### src/design/tlfr_pkg.sv
package tlfr_pkg;

	localparam int TAG_LEN_DEF   = 4;
	localparam int TAG_LEN_MAX   = 4;
	localparam int HEADER_BYTES  = 6;
	localparam int NUM_COMMANDS  = 5;
	localparam int CFG_IDX_W     = 3;
	localparam int CFG_DATA_W    = 32;

	typedef enum logic [1:0] {
		PH_TAG     = 2'd0,
		PH_HEADER  = 2'd1,
		PH_PAYLOAD = 2'd2,
		PH_SPARE   = 2'd3
	} phase_t;

	typedef enum logic [CFG_IDX_W-1:0] {
		REG_SYNC_TAG  = 3'd0,
		REG_COMMAND_A = 3'd1,
		REG_COMMAND_B = 3'd2,
		REG_COMMAND_C = 3'd3,
		REG_COMMAND_D = 3'd4,
		REG_COMMAND_E = 3'd5,
		REG_ENABLES   = 3'd6
	} reg_idx_t;

	typedef struct packed {
		logic [31:0]                   sync_tag;
		logic [NUM_COMMANDS-1:0][31:0] command;
		logic [NUM_COMMANDS-1:0]       enables;
	} cfg_t;

endpackage

### src/design/tlfr_cfg.sv
module tlfr_cfg (
	input  logic                             clk,
	input  logic                             arst_n,
	input  logic                             cfg_we,
	input  logic [tlfr_pkg::CFG_IDX_W-1:0]  cfg_index,
	input  logic [tlfr_pkg::CFG_DATA_W-1:0] cfg_data,
	output tlfr_pkg::cfg_t                   cfg
);
	import tlfr_pkg::*;

	cfg_t cfg_q;

	always_ff @(posedge clk or negedge arst_n) begin
		if (!arst_n) begin
			cfg_q <= '0;
		end else if (cfg_we) begin
			unique case (cfg_index)
				REG_SYNC_TAG:  cfg_q.sync_tag   <= cfg_data;
				REG_COMMAND_A: cfg_q.command[0] <= cfg_data;
				REG_COMMAND_B: cfg_q.command[1] <= cfg_data;
				REG_COMMAND_C: cfg_q.command[2] <= cfg_data;
				REG_COMMAND_D: cfg_q.command[3] <= cfg_data;
				REG_COMMAND_E: cfg_q.command[4] <= cfg_data;
				REG_ENABLES:   cfg_q.enables    <= cfg_data[NUM_COMMANDS-1:0];
				default: ; // unmapped index, dropped
			endcase
		end
	end

	assign cfg = cfg_q;

endmodule

### src/design/tlfr_core.sv
module tlfr_core #(
	parameter int TAG_LEN = tlfr_pkg::TAG_LEN_DEF
) (
	input  logic           clk,
	input  logic           arst_n,
	input  tlfr_pkg::cfg_t cfg,
	input  logic           valid_s1,
	input  logic [7:0]     byte_s1,
	output logic           advance,
	output logic           out_valid,
	input  logic           out_stall,
	output logic [7:0]     payload_byte,
	output logic [31:0]    frame_command,
	output logic [15:0]    frame_length,
	output logic           last_of_frame,
	output logic           empty_frame
);
	import tlfr_pkg::*;

	localparam logic [15:0] TAG_LEN_W = 16'(TAG_LEN);
	localparam logic [15:0] HDR_W     = 16'(HEADER_BYTES);

	phase_t      phase_q, phase_d;
	logic [15:0] pos_q, pos_d;
	logic [15:0] len_q, len_d;
	logic [31:0] cmd_q, cmd_d;

	logic        res_v;
	logic [7:0]  res_byte;
	logic [31:0] res_cmd;
	logic [15:0] res_len;
	logic        res_last, res_empty;

	logic        out_valid_q;
	logic [7:0]  byte_q;
	logic [31:0] cmd_out_q;
	logic [15:0] len_out_q;
	logic        last_q, empty_q;

	logic [15:0] pos_inc;
	logic [7:0]  want;
	logic [15:0] hdr_len;
	logic [31:0] hdr_cmd;
	logic        hdr_done;
	logic        cmd_hit;

	assign advance  = !out_valid_q || !out_stall;
	assign pos_inc  = pos_q + 16'd1;
	assign want     = cfg.sync_tag[{pos_q[1:0], 3'b000} +: 8];
	assign hdr_done = pos_inc >= HDR_W;

	// header byte lands in the length or command field picked by position
	always_comb begin
		hdr_len = len_q;
		hdr_cmd = cmd_q;
		case (pos_q[2:0])
			3'd0: hdr_len[7:0]   = byte_s1;
			3'd1: hdr_len[15:8]  = byte_s1;
			3'd2: hdr_cmd[7:0]   = byte_s1;
			3'd3: hdr_cmd[15:8]  = byte_s1;
			3'd4: hdr_cmd[23:16] = byte_s1;
			3'd5: hdr_cmd[31:24] = byte_s1;
			default: ;
		endcase
	end

	// command check sees the header including the byte being taken
	always_comb begin
		cmd_hit = 1'b0;
		for (int k = 0; k < NUM_COMMANDS; k++)
			if (cfg.enables[k] && cfg.command[k] == hdr_cmd)
				cmd_hit = 1'b1;
	end

	// next state
	always_comb begin
		phase_d = phase_q;
		pos_d   = pos_q;
		len_d   = len_q;
		cmd_d   = cmd_q;
		unique case (phase_q)
			PH_PAYLOAD: begin
				pos_d = pos_inc;
				if (pos_inc == len_q) begin
					phase_d = PH_TAG;
					pos_d   = '0;
				end
			end
			PH_HEADER: begin
				len_d = hdr_len;
				cmd_d = hdr_cmd;
				pos_d = pos_inc;
				if (hdr_done) begin
					pos_d = '0;
					if (cmd_hit && hdr_len != '0) begin
						phase_d = PH_PAYLOAD;
					end else begin
						phase_d = PH_TAG;
					end
				end
			end
			PH_TAG: begin
				if (pos_q < TAG_LEN_W && byte_s1 == want) begin
					pos_d = pos_inc;
					if (pos_inc >= TAG_LEN_W) begin
						phase_d = PH_HEADER;
						pos_d   = '0;
						len_d   = '0;
						cmd_d   = '0;
					end
				end else begin
					pos_d = '0;
				end
			end
			default: begin
				// spare code: behave as a fresh hunt
				phase_d = PH_TAG;
				pos_d   = '0;
				if (byte_s1 == cfg.sync_tag[7:0]) begin
					pos_d = 16'd1;
					if (16'd1 >= TAG_LEN_W) begin
						phase_d = PH_HEADER;
						pos_d   = '0;
						len_d   = '0;
						cmd_d   = '0;
					end
				end
			end
		endcase
	end

	// result for the byte in the input register
	always_comb begin
		res_v     = 1'b0;
		res_byte  = byte_s1;
		res_cmd   = cmd_q;
		res_len   = len_q;
		res_last  = 1'b0;
		res_empty = 1'b0;
		unique case (phase_q)
			PH_PAYLOAD: begin
				res_v    = 1'b1;
				res_last = (pos_inc == len_q);
			end
			PH_HEADER: begin
				// accepted zero-length frame: one empty marker
				if (hdr_done && cmd_hit && hdr_len == '0) begin
					res_v     = 1'b1;
					res_byte  = '0;
					res_cmd   = hdr_cmd;
					res_len   = hdr_len;
					res_last  = 1'b1;
					res_empty = 1'b1;
				end
			end
			default: ;
		endcase
	end

	always_ff @(posedge clk or negedge arst_n) begin
		if (!arst_n) begin
			phase_q     <= PH_TAG;
			pos_q       <= '0;
			len_q       <= '0;
			cmd_q       <= '0;
			out_valid_q <= 1'b0;
		end else if (advance) begin
			out_valid_q <= valid_s1 && res_v;
			if (valid_s1) begin
				phase_q <= phase_d;
				pos_q   <= pos_d;
				len_q   <= len_d;
				cmd_q   <= cmd_d;
			end
		end
	end

	always_ff @(posedge clk) begin
		if (advance && valid_s1 && res_v) begin
			byte_q    <= res_byte;
			cmd_out_q <= res_cmd;
			len_out_q <= res_len;
			last_q    <= res_last;
			empty_q   <= res_empty;
		end
	end

	assign out_valid     = out_valid_q;
	assign payload_byte  = byte_q;
	assign frame_command = cmd_out_q;
	assign frame_length  = len_out_q;
	assign last_of_frame = last_q;
	assign empty_frame   = empty_q;

endmodule

### src/design/tagged_length_frame_receiver_unit.sv
// Channel   Dir  Handshake            Payload
// in        in   in_valid/in_stall    rx_byte
// out       out  out_valid/out_stall  payload_byte, frame_command, frame_length,
//                                     last_of_frame, empty_frame
// cfg       in   cfg_we               cfg_index, cfg_data
//
// One input transaction per cycle while in_stall is low; a taken byte's result
// reaches the outputs through the input register, then the result register.
// Throughput is set by the combinational parser update between the two registers.
// arst_n clears config, parser state and both valid flags.
// While a result is held under out_stall, at most one more byte is taken into
// the input register; after that in_stall rises until the result drains.
module tagged_length_frame_receiver_unit #(
	parameter int TAG_LEN = tlfr_pkg::TAG_LEN_DEF
) (
	input  logic                             clk,
	input  logic                             arst_n,
	input  logic                             in_valid,
	output logic                             in_stall,
	input  logic [7:0]                       rx_byte,
	output logic                             out_valid,
	input  logic                             out_stall,
	output logic [7:0]                       payload_byte,
	output logic [31:0]                      frame_command,
	output logic [15:0]                      frame_length,
	output logic                             last_of_frame,
	output logic                             empty_frame,
	input  logic                             cfg_we,
	input  logic [tlfr_pkg::CFG_IDX_W-1:0]  cfg_index,
	input  logic [tlfr_pkg::CFG_DATA_W-1:0] cfg_data
);
	import tlfr_pkg::*;

	cfg_t       cfg;
	logic       valid_s1;
	logic [7:0] byte_s1;
	logic       advance;

	// input stage stalls only when it is full and the parser cannot consume it
	assign in_stall = valid_s1 && !advance;

	always_ff @(posedge clk or negedge arst_n) begin
		if (!arst_n) begin
			valid_s1 <= 1'b0;
		end else if (!in_stall) begin
			valid_s1 <= in_valid;
		end
	end

	always_ff @(posedge clk) begin
		if (!in_stall && in_valid) begin
			byte_s1 <= rx_byte;
		end
	end

	tlfr_cfg u_cfg (
		.clk       (clk),
		.arst_n    (arst_n),
		.cfg_we    (cfg_we),
		.cfg_index (cfg_index),
		.cfg_data  (cfg_data),
		.cfg       (cfg)
	);

	// tag hunt, header capture, command check and payload tagging
	tlfr_core #(
		.TAG_LEN (TAG_LEN)
	) u_core (
		.clk           (clk),
		.arst_n        (arst_n),
		.cfg           (cfg),
		.valid_s1      (valid_s1),
		.byte_s1       (byte_s1),
		.advance       (advance),
		.out_valid     (out_valid),
		.out_stall     (out_stall),
		.payload_byte  (payload_byte),
		.frame_command (frame_command),
		.frame_length  (frame_length),
		.last_of_frame (last_of_frame),
		.empty_frame   (empty_frame)
	);

endmodule

### config.mk
export PLATFORM = sky130hd
export DESIGN_NAME = tagged_length_frame_receiver_unit
export DESIGN_NICKNAME = d
export VERILOG_FILES = /design/src/design/tlfr_pkg.sv /design/src/design/tlfr_cfg.sv /design/src/design/tlfr_core.sv /design/src/design/tagged_length_frame_receiver_unit.sv
export SDC_FILE = /design/constraint.sdc
export NUM_CORES = 1
export LEC_CHECK = 0
export BUFFER_PORTS_ARGS = -buffer_cell sky130_fd_sc_hd__buf_4
export CORE_UTILIZATION = 65
export CTS_CLUSTER_DIAMETER = 30
export DETAILED_ROUTE_END_ITERATION = 16
export HOLD_SLACK_MARGIN = 0.15
export PLACE_DENSITY = 0.95
export REMOVE_ABC_BUFFERS = 1
export SLEW_MARGIN = 20
export SYNTH_ARGS = -nofsm -noshare
export SYNTH_HDL_FRONTEND = slang
export SYNTH_SLANG_ARGS = --single-unit
### constraint.sdc
create_clock -name clk -period 12.2 [get_ports clk]
set_input_delay 1.22 -clock clk [delete_from_list [all_inputs] [get_ports clk]]
set_output_delay 1.22 -clock clk [all_outputs]
set_load 0.05 [all_outputs]
==> qor.txt <==
Drt wl/cell: 27.5 um
Final WL: 51.6 mm
YS warnings: 0
Placed cell area: 0.0180 sq mm
Antenna Cells: 0
Hold Vio Cnt, Final: 0
Synth Flop Type: dfrtp_1
Nets: 1,548
Worst-skew pair later-pin latency: 580 ps
Filler cell count in the final layout: 1,306
Max clock buf depth: 3
RR Endpoint: u_core.frame_length[11]
Non-Filler Instances: 1,875
Hold Path End: u_cfg.cfg[0]
Number of flops mapped to enable cells by yosys: 66
GPL Wtd Cong: 0.922
Crit Path Max Fanout: 50
Fin area: 0.0205 sq mm
CTS buffer count: 68
Worst Path Arrival: 5920 ps
Std cell rows: 58
Grt total ovfl: 0
Die W: 164 um
Detail Route Antenna Nets: 0
First drt pass iteration count: 8
Setup tns final: 0 ps
RSZ-0062 raised after global routing: no
# Post-CTS Setup Buffers: 0
Post-DP HPWL: 31.1 mm
First-pass GRT wire length: 78.9 mm
Post-CTS Hold Buffers: 0
FMAX: 0.174 GHz
Clock slew at reported path FFs: 50 ps
FF-to-FF path depth: 12
Startpoint Class: register
Synth Register Bits: 331
Tcrit/Tclk final: 0.471
GRT Util Overall: 0.399
Seq/Total Area, Yosys: 0.506
CP Data Required Time: 12,380 ps
Post-Synthesis Mean Instance Area: 12.4 sq um
Root Buffer: clkbuf_16
CTS tree: built
Post-synth cell types: 79
Placed insts: 1,751
Status: finished clean
VDD IR max: 0.146 mV
Tmin final: 5740 ps
H-tree Lvls: 3
Commonest non-fill, non-tap cell in the layout: dfrtp_1
P&R area growth vs syn: 20.3%
Post-Syn Instances: 1,373
Most frequent cells in the layout: dfrtp_1 (265), mux2_2 (200), xnor2_1 (167), buf_4 (125), nand2_1 (74)
Die height: 164 um
HP Class: register to register
DRC: 0
Sink Count: 331
Slew @ Worst Pin: 976 ps
Worst setup EP type: register
Largest net degree at the start of global routing: 117
Total design power: 4.31 mW
Vias in the first global route: 13,500
Iter 0 DRT Violations: 1,380
Critical path class: register to register
Placeable Area: 0.0254 sq mm
Power per cell area: 210 mW/mm^2
Worst Hold Depth: 1
Share of cells above drive strength 1: 0.331
IO Port Bufs: 107
Worst relative slew slack: 0.337
Vias: 12,700
Setup Viol. Count Final: 0
Static Leak: 8.33 nW
Starting Density: 0.670
R2R setup slack: 6460 ps
Worst Setup SP: u_core.pos_q[0]
Final Slew Violations: 0
MaxCap Viol Count: 0
Die ar.: 0.0268 sq mm
Post-Synthesis Cell Area: 0.0170 sq mm
IO Pins: 108
Vias per std cell: 6.77
Post-CTS sizing: 0
Hold path startpoint: u_cfg.cfg[0]
Post-layout utilization of the core: 0.806
Initial antenna violation count: 1
Share of flip-flops with an asynchronous set or reset after synthesis: 0.801
Reg-to-Reg Start: u_core.pos_q[0]
Clock Skews: 30.4 ps
-- metrics by stage --
stage                     setup slack [ps]  hold slack, ps
after CTS                             6470             504
final                                 6460             503
after detailed placement              6690             487
after global routing                  6110             511
after floorplan                       5870             466
after global placement                6910             484
-- how the worst max path moves through the flow --
stage                                          end  slack (ps)  depth (start not counted)
after global routing       u_core.frame_length[11]        6110                         12
after floorplan                    u_core.len_q[0]        5870                         10
after detailed placement  u_core.frame_command[16]        6690                         12
final                      u_core.frame_length[11]        6460                         12
after global placement    u_core.frame_command[16]        6910                         12
after CTS                  u_core.frame_length[11]        6470                         12
-- per-layer routing --
metal  vias to the layer above  track usage  routed length (um)
li1                       5223            -                   -
met1                      6326        0.474               18700
met2                       872        0.654               24800
met3                       280       0.0955                4530
met4                         2        0.255                3570
met5                         -            0                  13
-- power by group --
group          leakage (nW)  total (mW)  switching, mW  internal, mW
Clock                  1.19        1.99          0.652          1.34
Combinational          3.21       0.852          0.467         0.385
Sequential             3.93        1.47          0.166          1.30
-- synth_stat cells (27+ instances only) --
library cell,n,area share
dfrtp_1,265,0.39
mux2_2,200,0.13
xnor2_1,167,0.086
nand2_1,74,0.016
edfxtp_1,66,0.12
inv_1,40,0.0088
clkbuf_1,39,0.0086
nor4_1,36,0.013
o31ai_1,35,0.015
o21ai_0,33,0.0097
nor2b_1,31,0.011
nor3_1,29,0.0085
mux2i_1,28,0.016
xor2_1,27,0.014
-- area by class of cell --
class,instances,area [sq um],area share
clock inverters,44,607,0.0296
inverters,40,150,0.00733
multi-input cells,923,7870,0.384
flip-flops and latches,331,8610,0.421
repair buffers,127,965,0.0471
clock buffers,80,1860,0.0908
well taps,330,413,0.0202
-- critical path, cell delays in order (launching register included) --
cell and delay [ps]:
dfrtp_1 800, ha_1 390, ha_1 780, mux2i_1 670, xnor2_1 130, nor4_1 330
nand4_1 150, or4_1 440, nor3_2 200, nor4_4 150, o21ai_0 290, and3_2 370
buf_4 620
-- registers in the layout, summed over array words and instances (netlist names) --
| register | cells |
|---|---|
| byte_s1 | 8 |
| u_cfg.cfg | 197 |
| u_core.cmd_q | 32 |
| u_core.empty_frame | 1 |
| u_core.frame_command | 32 |
| u_core.frame_length | 16 |
| u_core.last_of_frame | 1 |
| u_core.len_q | 16 |
| u_core.out_valid | 1 |
| u_core.payload_byte | 8 |
| u_core.phase_q | 2 |
| u_core.pos_q | 16 |
| valid_s1 | 1 |
-- cell families (layout without fill, tap and decap cells) --
kind of cell | after synthesis | count (layout) | synth area share
flops | 331 | 331 | 0.506
simple gates | 295 | 295 | 0.100
mux | 270 | 270 | 0.189
xor+xnor | 194 | 194 | 0.0999
compound gates | 155 | 155 | 0.0643
buf+inv | 119 | 291 | 0.0335
fa+ha+maj | 9 | 9 | 0.00662
Note: power is estimated with default switching activity, not from simulation.
